`src/hw/rtl/mbbrf_pkg.sv`:
```
package mbbrf_pkg;

	// Width of the capacity register and of both counts
	localparam int CNT_W = 9;

	typedef enum logic [1:0] {
		OP_PUSH  = 2'd0,
		OP_FORCE = 2'd1,
		OP_POP   = 2'd2,
		OP_CLEAR = 2'd3
	} op_t;

	// Controller to datapath commands
	typedef struct packed {
		logic capture;  // latch the word and read the head byte
		logic execute;  // update pointers, write store, load results
	} ctl_cmd_t;

endpackage

```
`src/hw/rtl/mirror_bit_byte_ring_fifo_core.sv`:
```
// Byte ring FIFO with mirror wrap bits. Pulse start with operation (push,
// forced push, pop, clear pointers) and data_in while busy is low; the word
// is taken at that edge. A capture step reads the head byte out of the
// store, then an execute step updates the pointers and writes the store.
// busy is high during the execute step, so a new word cannot be taken
// until the last one is through it. The result is loaded onto the result
// ports by the execute step and marked by done, which is high for a single
// cycle; the receiver cannot stall it and must sample it in that cycle.
// Write capacity_in_use through cfg_wr_en/cfg_wr_data only while idle;
// any write empties the FIFO. A capacity of zero refuses every push and
// pop, and a capacity above the store depth acts as the depth.
module mirror_bit_byte_ring_fifo_core
	import mbbrf_pkg::*;
#(
	parameter int STORE_DEPTH = 256
) (
	input  logic             clk,
	input  logic             arst_n,
	input  logic             start,
	output logic             busy,
	input  logic [1:0]       operation,
	input  logic [7:0]       data_in,
	input  logic             cfg_wr_en,
	input  logic [CNT_W-1:0] cfg_wr_data,
	output logic             done,
	output logic             accepted,
	output logic [7:0]       data_out,
	output logic             overwrote_oldest,
	output logic [CNT_W-1:0] data_count,
	output logic [CNT_W-1:0] space_count
);

	ctl_cmd_t cmd;

	// Sequence capture and execute cycles
	mbbrf_ctrl u_ctrl (
		.clk    (clk),
		.arst_n (arst_n),
		.start  (start),
		.busy   (busy),
		.cmd    (cmd)
	);

	// Hold pointers, mirror bits, capacity and the byte store
	mbbrf_dp #(
		.STORE_DEPTH (STORE_DEPTH)
	) u_dp (
		.clk              (clk),
		.arst_n           (arst_n),
		.cmd              (cmd),
		.operation        (operation),
		.data_in          (data_in),
		.cfg_wr_en        (cfg_wr_en),
		.cfg_wr_data      (cfg_wr_data),
		.done             (done),
		.accepted         (accepted),
		.data_out         (data_out),
		.overwrote_oldest (overwrote_oldest),
		.data_count       (data_count),
		.space_count      (space_count)
	);

endmodule

```
`src/hw/rtl/mbbrf_ctrl.sv`:
```
module mbbrf_ctrl
	import mbbrf_pkg::*;
(
	input  logic     clk,
	input  logic     arst_n,
	input  logic     start,
	output logic     busy,
	output ctl_cmd_t cmd
);

	typedef enum logic {
		ST_IDLE,
		ST_EXEC
	} state_t;

	state_t state_q;
	logic   busy_q;

	always_ff @(posedge clk or negedge arst_n) begin
		if (!arst_n) begin
			state_q <= ST_IDLE;
			busy_q  <= 1'b0;
		end else begin
			unique case (state_q)
				ST_IDLE: begin
					if (start) begin
						state_q <= ST_EXEC;
						busy_q  <= 1'b1;
					end
				end
				ST_EXEC: begin
					state_q <= ST_IDLE;
					busy_q  <= 1'b0;
				end
				default: begin
					state_q <= ST_IDLE;
					busy_q  <= 1'b0;
				end
			endcase
		end
	end

	assign busy        = busy_q;
	assign cmd.capture = start && !busy_q;
	assign cmd.execute = (state_q == ST_EXEC);

endmodule

```
`src/hw/rtl/mbbrf_dp.sv`:
```
module mbbrf_dp
	import mbbrf_pkg::*;
#(
	parameter int STORE_DEPTH = 256
) (
	input  logic             clk,
	input  logic             arst_n,
	input  ctl_cmd_t         cmd,
	input  logic [1:0]       operation,
	input  logic [7:0]       data_in,
	input  logic             cfg_wr_en,
	input  logic [CNT_W-1:0] cfg_wr_data,
	output logic             done,
	output logic             accepted,
	output logic [7:0]       data_out,
	output logic             overwrote_oldest,
	output logic [CNT_W-1:0] data_count,
	output logic [CNT_W-1:0] space_count
);

	localparam int AW = (STORE_DEPTH > 1) ? $clog2(STORE_DEPTH) : 1;
	localparam int WW = ((AW > CNT_W) ? AW : CNT_W) + 1;
	localparam logic [WW-1:0] DEPTH_W = WW'(STORE_DEPTH);

	logic [7:0]       mem [STORE_DEPTH];

	logic [AW-1:0]    rd_pos_q, wr_pos_q;
	logic             rd_wrap_q, wr_wrap_q;
	logic [CNT_W-1:0] cap_q;
	op_t              op_q;
	logic [7:0]       din_q;
	logic [7:0]       rdata_q;
	logic             done_q, acc_q, over_q;
	logic [7:0]       dout_q;
	logic [CNT_W-1:0] cnt_q, space_q;

	logic [WW-1:0]    cap_ext, cap, rd_ext, wr_ext, held, held_nx;
	logic [WW-1:0]    rd_inc, wr_inc;
	logic [AW-1:0]    rd_nx, wr_nx;
	logic             rd_wrap_nx, wr_wrap_nx;
	logic             cap_zero, full, empty;
	logic             do_write, do_pop, do_clear, acc_c, over_c;

	assign cap_ext  = WW'(cap_q);
	assign cap      = (cap_ext > DEPTH_W) ? DEPTH_W : cap_ext;
	assign cap_zero = (cap == '0);
	assign rd_ext   = WW'(rd_pos_q);
	assign wr_ext   = WW'(wr_pos_q);

	always_comb begin
		if (rd_pos_q == wr_pos_q)
			held = (rd_wrap_q == wr_wrap_q) ? '0 : cap;
		else if (wr_pos_q > rd_pos_q)
			held = wr_ext - rd_ext;
		else
			held = cap - rd_ext + wr_ext;
	end

	assign full   = (held >= cap);
	assign empty  = (held == '0);
	assign rd_inc = rd_ext + WW'(1);
	assign wr_inc = wr_ext + WW'(1);

	always_comb begin
		do_write = 1'b0;
		do_pop   = 1'b0;
		do_clear = 1'b0;
		acc_c    = 1'b0;
		over_c   = 1'b0;
		held_nx  = held;
		unique case (op_q)
			OP_PUSH: begin
				if (!cap_zero && !full) begin
					do_write = 1'b1;
					acc_c    = 1'b1;
					held_nx  = held + WW'(1);
				end
			end
			OP_FORCE: begin
				if (!cap_zero) begin
					do_write = 1'b1;
					acc_c    = 1'b1;
					over_c   = full;
					held_nx  = full ? held : held + WW'(1);
				end
			end
			OP_POP: begin
				if (!cap_zero && !empty) begin
					do_pop  = 1'b1;
					acc_c   = 1'b1;
					held_nx = held - WW'(1);
				end
			end
			OP_CLEAR: begin
				do_clear = 1'b1;
				held_nx  = '0;
			end
			default: begin
				held_nx = held;
			end
		endcase
		if (cap_zero)
			held_nx = '0;
	end

	// Wrap to zero and toggle the mirror bit past the last used byte
	always_comb begin
		if (wr_inc >= cap) begin
			wr_nx      = '0;
			wr_wrap_nx = ~wr_wrap_q;
		end else begin
			wr_nx      = wr_inc[AW-1:0];
			wr_wrap_nx = wr_wrap_q;
		end
		if (rd_inc >= cap) begin
			rd_nx      = '0;
			rd_wrap_nx = ~rd_wrap_q;
		end else begin
			rd_nx      = rd_inc[AW-1:0];
			rd_wrap_nx = rd_wrap_q;
		end
	end

	always_ff @(posedge clk or negedge arst_n) begin
		if (!arst_n) begin
			rd_pos_q  <= '0;
			wr_pos_q  <= '0;
			rd_wrap_q <= 1'b0;
			wr_wrap_q <= 1'b0;
			cap_q     <= CNT_W'(256);
			done_q    <= 1'b0;
		end else begin
			done_q <= cmd.execute;
			if (cfg_wr_en) begin
				cap_q     <= cfg_wr_data;
				rd_pos_q  <= '0;
				wr_pos_q  <= '0;
				rd_wrap_q <= 1'b0;
				wr_wrap_q <= 1'b0;
			end else if (cmd.execute) begin
				if (do_clear) begin
					rd_pos_q  <= '0;
					wr_pos_q  <= '0;
					rd_wrap_q <= 1'b0;
					wr_wrap_q <= 1'b0;
				end else begin
					if (do_write) begin
						wr_pos_q  <= wr_nx;
						wr_wrap_q <= wr_wrap_nx;
					end
					if (do_pop || over_c) begin
						rd_pos_q  <= rd_nx;
						rd_wrap_q <= rd_wrap_nx;
					end
				end
			end
		end
	end

	// Payload registers
	always_ff @(posedge clk) begin
		if (cmd.capture) begin
			op_q    <= op_t'(operation);
			din_q   <= data_in;
			rdata_q <= mem[rd_pos_q];
		end
		if (cmd.execute) begin
			acc_q   <= acc_c;
			over_q  <= over_c;
			dout_q  <= do_pop ? rdata_q : 8'd0;
			cnt_q   <= held_nx[CNT_W-1:0];
			space_q <= CNT_W'(cap - held_nx);
		end
	end

	always_ff @(posedge clk) begin
		if (cmd.execute && do_write)
			mem[wr_pos_q] <= din_q;
	end

	assign done             = done_q;
	assign accepted         = acc_q;
	assign data_out         = dout_q;
	assign overwrote_oldest = over_q;
	assign data_count       = cnt_q;
	assign space_count      = space_q;

endmodule

```
`config.mk`:
```
export PLATFORM = sky130hd
export DESIGN_NAME = mirror_bit_byte_ring_fifo_core
export DESIGN_NICKNAME = d
export VERILOG_FILES = /design/src/hw/rtl/mbbrf_pkg.sv /design/src/hw/rtl/mirror_bit_byte_ring_fifo_core.sv /design/src/hw/rtl/mbbrf_ctrl.sv /design/src/hw/rtl/mbbrf_dp.sv
export SDC_FILE = /design/constraint.sdc
export NUM_CORES = 2
export LEC_CHECK = 0
export BUFFER_PORTS_ARGS = -buffer_cell sky130_fd_sc_hd__buf_2
export CAP_MARGIN = 30
export CORE_ASPECT_RATIO = 0.7
export CORE_MARGIN = 4
export CORE_UTILIZATION = 35
export CTS_CLUSTER_DIAMETER = 40
export DETAILED_ROUTE_END_ITERATION = 6
export SLEW_MARGIN = 20
export SYNTH_ARGS = -nofsm -noshare
export SYNTH_HDL_FRONTEND = slang
export SYNTH_SLANG_ARGS = --single-unit
```
`constraint.sdc`:
```
create_clock -name clk -period 9.6 [get_ports clk]
set_clock_uncertainty 0.05 [all_clocks]
set_input_delay 1.92 -clock clk [delete_from_list [all_inputs] [get_ports clk]]
set_output_delay 1.92 -clock clk [all_outputs]
set_load 0.1 [all_outputs]
```
Yosys cells after proc, flatten, opt, wreduce, memory -nomap -nowiden --
Memory sizes are Yosys's and may differ from the RTL's. A register that Yosys moved wholly into a read port is not among the register bits. Cells that the tools add are included.
Word-level totals: latch bits 0, bits in read-only memories 0, register bits 68, word-level logic and storage cells 103, output and inout port bits 30, bits of input ports 23, RAM bits 2048, memories kept 1
Memories:
- u_dp.mem | words 256, width 8, read ports 1, clocked after memory_dff 1, write ports 1, RTL line mbbrf_dp.sv:25 | logic [7:0] mem [STORE_DEPTH];
Cells by class: add/subtract/negate cells 8, mux-type cells 44, shift-type cells 0, $mul 0, reduce and logical (&&, ||, !) cells 21, bitwise logic cells 3, equality and inequality tests 6, $lt $le $gt $ge 5, div/mod/pow operators 0
Operators with widths (number):
- two-way mux 8 bit | 10
- two-way mux 9 bit | 5
- one-hot mux 9 bit (4 select lines) | 1
- two-way mux 10 bit | 3
- two-way mux 1 bit | 21
- greater-or-equal comparator 10 bit | 2
- zero test 10 bit | 2
- adder 8 x 1 -> 9 bit (second input constant) | 2
- nonzero test 3 bit | 4
- adder 10 x 8 -> 10 bit | 1
- greater-or-equal comparator 10 x 9 -> 1 bit | 1
- subtractor 10 x 8 -> 10 bit | 1
- adder 9 x 1 -> 9 bit (second input constant) | 1
- greater-than comparator 9 bit (second input constant) | 1
- subtractor 8 x 8 -> 9 bit | 1
- subtractor 9 x 1 -> 9 bit (second input constant) | 1
- subtractor 9 bit | 1
- equality test 8 bit | 1
- greater-than comparator 8 bit | 1
- one-hot mux 1 bit (2 select lines) | 3
- AND reduction 3 bit | 2
- equality test 2 bit (second input constant) | 2
- logical AND 1 bit | 4
- zero test 1 bit | 4
- other kinds (9) | 12

Logic depth before layout (Yosys ltp) --
word-level depth 16, depth in mapped cells 35, gate-level depth less buffers 32

Modules after synthesis --
From an unflattened synthesis, not the netlist that was laid out.
Second synthesis, totals: cell total of the unflattened synthesis 3784, area total of the unflattened synthesis 84449.7 um^2
Modules (own cells, without submodules):
- mbbrf_dp | cells an instance 3778, instances 1, sequential area each 63582.2 um^2, area each 84369.7 um^2
- mbbrf_ctrl | cells an instance 6, instances 1, sequential area each 50.0 um^2, area each 80.1 um^2

Worst setup path after synthesis --
No wires, ideal clock.
path type register -> register, from reg u_dp.rd_pos_q[2], to reg u_dp.space_q[8], in the netlist u_dp.space_count[8], data pin, path slack 2.186 ns, arrival 7.107 ns, data required time 9.294 ns, cell stages (with the launch flop) 33, library setup time 0.256 ns, period minus slack after synthesis 7.414 ns, buffers on the path 5, path through dfrtp_1 -> clkbuf_1 -> inv_2 -> clkbuf_1 -> buf_1 -> ha_1 -> buf_2 -> a21oi_1 -> a211o_1 -> o211a_2 -> mux2_2 -> a21oi_2 -> ha_1 -> nand2b_1 -> a21o_1 -> a21o_1 -> a21o_1 -> a21oi_1 -> and2_1 -> buf_2 -> mux2i_1 -> nor2_1 -> o221a_2 -> fa_1 -> nor2b_1 -> o21ai_0 -> a21boi_0 -> o21ai_0 -> a21boi_0 -> o21ai_0 -> and3_1 -> or4_1 -> a2bb2oi_1
On the way: longest elaborated chain between the ends 11, elaborated cells between the ends (all ways) 21, those cells by class add/sub: 6; order compare: 2; eq/ne: 1; mux: 7; reduce/logical: 5
RTL lines:
- start: declaration | RTL line mbbrf_dp.sv:27 | logic [AW-1:0] rd_pos_q, wr_pos_q;
- start signal: assignment | RTL line mbbrf_dp.sv:152 | rd_pos_q <= rd_nx;
- subtractor 10 x 8 -> 10 bit | RTL line mbbrf_dp.sv:56 | held = cap - rd_ext + wr_ext;
- adder 10 x 8 -> 10 bit | RTL line mbbrf_dp.sv:56
- two-way mux 10 bit | RTL line mbbrf_dp.sv:53 | else if (wr_pos_q > rd_pos_q)
- two-way mux 10 bit (*) | RTL line mbbrf_dp.sv:51 | if (rd_pos_q == wr_pos_q)
- greater-or-equal comparator 10 x 9 -> 1 bit or zero test 10 bit (tied branches) | RTL line mbbrf_dp.sv:59, mbbrf_dp.sv:60
- zero test 1 bit (on tied branches) | RTL line mbbrf_dp.sv:73, mbbrf_dp.sv:88
- logical AND 1 bit (on tied branches) | RTL line mbbrf_dp.sv:73, mbbrf_dp.sv:88
- two-way mux 9 bit (on tied branches) | RTL line mbbrf_dp.sv:73, mbbrf_dp.sv:88
- one-hot mux 9 bit (4 select lines) (*) | RTL line mbbrf_dp.sv:71 | unique case (op_q)
- two-way mux 9 bit (*) | RTL line mbbrf_dp.sv:102 | if (cap_zero)
- named net u_dp.held_nx[1] | RTL line mbbrf_dp.sv:37 | logic [WW-1:0] cap_ext, cap, rd_ext, wr_ext, held, held_nx;
- subtractor 9 bit (*) | RTL line mbbrf_dp.sv:172 | space_q <= CNT_W'(cap - held_nx);
- end signal: assignment | RTL line mbbrf_dp.sv:172
- end: declaration | RTL line mbbrf_dp.sv:35 | logic [CNT_W-1:0] cnt_q, space_q;
The timed path passes the listed nets; every way through them passes the cells marked *. A chain may end at the register's enable or synchronous reset.

Worst setup path in the final report --
from reg u_dp.cap_q[8], to reg u_dp.space_q[8], in the netlist u_dp.space_count[8], data pin
On the way: longest elaborated chain between the ends 13, elaborated cells between the ends (all ways) 23, those cells by class add/sub: 5; order compare: 2; mux: 9; reduce/logical: 7
RTL lines:
- start: declaration | RTL line mbbrf_dp.sv:29 | logic [CNT_W-1:0] cap_q;
- start signal: assignment | RTL line mbbrf_dp.sv:135 | cap_q <= cfg_wr_data;
- greater-than comparator 9 bit | RTL line mbbrf_dp.sv:45 | assign cap = (cap_ext > DEPTH_W) ? DEPTH_W : cap_ext;
- two-way mux 9 bit (*) | RTL line mbbrf_dp.sv:45
- subtractor 10 x 8 -> 10 bit | RTL line mbbrf_dp.sv:56
- adder 10 x 8 -> 10 bit | RTL line mbbrf_dp.sv:56
- two-way mux 10 bit | RTL line mbbrf_dp.sv:53
- two-way mux 10 bit | RTL line mbbrf_dp.sv:51
- greater-or-equal comparator 10 x 9 -> 1 bit or zero test 10 bit (tied branches) | RTL line mbbrf_dp.sv:59, mbbrf_dp.sv:60
- zero test 1 bit (on tied branches) | RTL line mbbrf_dp.sv:73, mbbrf_dp.sv:88
- logical AND 1 bit (on tied branches) | RTL line mbbrf_dp.sv:73, mbbrf_dp.sv:88
- two-way mux 9 bit (on tied branches) | RTL line mbbrf_dp.sv:73, mbbrf_dp.sv:88
- one-hot mux 9 bit (4 select lines) | RTL line mbbrf_dp.sv:71
- two-way mux 9 bit (*) | RTL line mbbrf_dp.sv:102
- named net u_dp.held_nx[1] | RTL line mbbrf_dp.sv:37
- subtractor 9 bit (*) | RTL line mbbrf_dp.sv:172
Marked as above.

==> flow_summary_export.csv <==
group,metric,value,unit
pwr,p_leak,29.4,nW
pwr,power_density,262,nW/µm²
cells_and_area,drive_gt1_frac,0.218,
setup_path,start_kind,"flip-flop",
floorplanning,die_h,421,µm
setup_path,worst_r2r_startpoint,"u_dp.cap_q[8]",
placement,dp.cells,7335,
drt,drtPass1Iterations,5,
clock_network,cts_hold_buf,0,
sta,period_minus_slack,8.49,ns
cells_and_area,register_area,63600,µm²
sta,max_slew_margin,0.0728,
hold_path,hold-path-cell-count,1,
clock_network,insertion_delay,0.83,ns
placement,portBuffers,52,
sta,timing.fmax,118,MHz
drt,wire_per_inst,28.4,µm
drt,vias,42675,
setup_path,r2r-end,"u_dp.space_count[8]",
drt,drt_iter0_drc,6103,
cells_and_area,fill_cells,21298,
sta,finalCritPeriodShare,0.884,
clock_network,clockBufferDepth,4,
clock_network,cts_made_buffers,201,
logic_synthesis,synth_area_leaders,"edfxtp_1, mux4_2, mux2i_1",
floorplanning,io-pin-count,53,
clock_network,path_clk_slew,0.06,ns
setup_path,cp_slowest_cell,"fa_1",
clock_network,cts_resized,0,
sta,worst_slack,1.11,ns
run,maxCapViolCount,0,
cells_and_area,multiInputGateArea,20500,µm²
hold_path,hold_path.class,"reg2reg",
sta,setup_viol,0,
cells_and_area,nNetsFinal,4420,
sta,hold_viol,0,
logic_synthesis,synth_async_sr_flop_share,0.0141,
drt,vias_per_cell,5.55,
sta,tns,0,ns
setup_path,ff2ff_path_depth,29,
floorplanning,die_w,598,µm
cells_and_area,synthToLayoutAreaGrowth,12.5,%
setup_path,path_class,"reg2reg",
sta,rsz0062_at_grt,"false",
hold_path,holdPathEnd,"u_dp.data_out[5]",
setup_path,cpPeakStageDelay,0.65,ns
sta,slew_violations,0,
logic_synthesis,synth_ff_type,"edfxtp_1",
hold_path,hp-start,"u_dp.rdata_q[5]",
logic_synthesis,seq_area_frac_synth,0.747,
global_routing,grt-ovfl-total,0,
logic_synthesis,yosys.area.top_type,"edfxtp_1",
clock_network,clock-root-buffer,"clkbuf_16",
logic_synthesis,ys_types,79,
logic_synthesis,yosysMostFrequentCell,"edfxtp_1",
floorplanning,dieArea,252000,µm²
sta,tightest_slew,1.39,ns
global_routing,antenna_found_initial,17,
placement,place_hpwl,129000,µm
setup_path,end_kind,"flip-flop",
setup_path,timing.critical_path.required,10.13,ns
logic_synthesis,netlist_area,85200,µm²
clock_network,cts_setup_buffers,0,
placement,finalWeightedCongestion,0.875,
setup_path,cp_common_cell,"o21ai_0",
drt,drc,0,
logic_synthesis,yosysWarnings,0,
cells_and_area,layout.cells.non_filler,7693,
clock_network,ctsHtreeMaxLevel,4,
setup_path,arrival,9.02,ns
global_routing,grt_pass1_wl,313000,µm
global_routing,grt_max_degree,202,
global_routing,grt_pass1_vias,41298,
clock_network,cts_tree,"built",
logic_synthesis,synth_fp_nets,4325,
logic_synthesis,synthCells,4232,
logic_synthesis,ys_ff_latch,2124,
logic_synthesis,synth-edff-count,2094,
floorplanning,initial_utilization,0.352,
clock_network,cts_sinks,2124,
setup_path,rrSetupSlack,1.11,ns
drt,drtAntennaViolNets,0,
logic_synthesis,synth_common_cells,"edfxtp_1, mux4_2, nor2_1, mux2i_1, clkbuf_1",
pwr,peakVddDrop,0.245,mV
floorplanning,coreArea,242000,µm²
placement,dp_slack,1.25,ns
floorplanning,core.rowCount,151,
global_routing,grt_usage,0.171,
sta,hold_ws,0.474,ns
logic_synthesis,synth_top_area_share,0.738,
logic_synthesis,postSynthAreaPerCell,20.1,µm²
setup_path,critPathMaxFanout,17,
status,status,"finished clean",
drt,finalWirelength,218000,µm
-- cells by family after synthesis --
logic type	Yosys count	synth area share
mux	757	0.164
fa+ha+maj	70	0.0112
xor+xnor	34	0.00349
flops	2124	0.747
compound gates	393	0.0332
simple gates	556	0.0281
buf+inv	298	0.0139
-- metal layers --
layer,global-route usage,vias up,share of wire
met3,0.0443,237,0.11
li1,-,17736,-
met5,0,-,0
met4,0.0322,0,0.016
met1,0.271,22619,0.45
met2,0.237,2083,0.42
-- sequential cells by signal, indices dropped and copies added (netlist names), 9 cells and up --
signal and cells:
u_dp.data_count 9, u_dp.cap_q 9, u_dp.space_count 9, u_dp.mem 2048
-- area by class of cell --
class | count | area share
Antenna cell | 4 | 0.000104
Clock buffer | 246 | 0.0549
Clock inverter | 106 | 0.0109
Inverter | 57 | 0.00231
Multi-Input combinational cell | 1810 | 0.214
Sequential cell | 2124 | 0.664
Tap cell | 3213 | 0.0419
Timing Repair Buffer | 133 | 0.0124
-- per-stage QoR --
step                      cell area, µm²   util  total power [W]
after floorplan                    85200      -           0.0155
after CTS                          95800  0.396           0.0253
after global routing               95900  0.396           0.0262
final                              95900  0.396           0.0252
after global placement             89300  0.369           0.0175
after detailed placement           89500  0.370           0.0175
-- worst max-delay path by stage --
stage / depth (start not counted) / start / slack (ns) / endpoint
global route: 29 / u_dp.cap_q[8] / 0.57 / u_dp.space_count[8]
detailed placement: 29 / u_dp.cap_q[8] / 1.25 / u_dp.space_count[8]
finish: 29 / u_dp.cap_q[8] / 1.11 / u_dp.space_count[8]
CTS: 29 / u_dp.cap_q[8] / 1.19 / u_dp.space_count[8]
floorplan: 32 / u_dp.rd_pos_q[2] / 2.19 / u_dp.space_count[8]
global placement: 29 / u_dp.cap_q[8] / 1.24 / u_dp.space_count[8]
-- worst max-delay path: cells and delay by family, from the launching register on --
kind | cells | cell delay [ns]
AND/OR/NAND/NOR | 6 | 1.81
flip-flops | 1 | 0.37
AO/OA/AOI/OAI | 14 | 3.12
multiplexers | 2 | 0.45
buffers and inverters | 3 | 0.76
adder cells (fa/ha/maj) | 4 | 1.67
-- cell usage in the layout, fill, tap and decap left out, types with 21 or more instances in the layout --
master        n
nor2_1      356
nand3_1      22
buf_4        58
clkinv_2     21
o21ai_0      37
edfxtp_1   2094
o221ai_1    116
mux2i_1     239
nand2_1      53
inv_1        53
mux4_2      508
o22ai_1      59
buf_2        52
clkbuf_16   203
dfrtp_1      24
clkinv_1     37
a21oi_1      85
clkbuf_1     41
xnor2_1      28
ha_1         60
-- power breakdown --
part           internal (W)  switching [W]  leakage, nW
sequential           0.0103      0.0000740         19.2
combinational       0.00288        0.00404         7.14
clock               0.00436        0.00347         3.05
total                0.0176        0.00758         29.4
(Power assumes the default switching activity.)
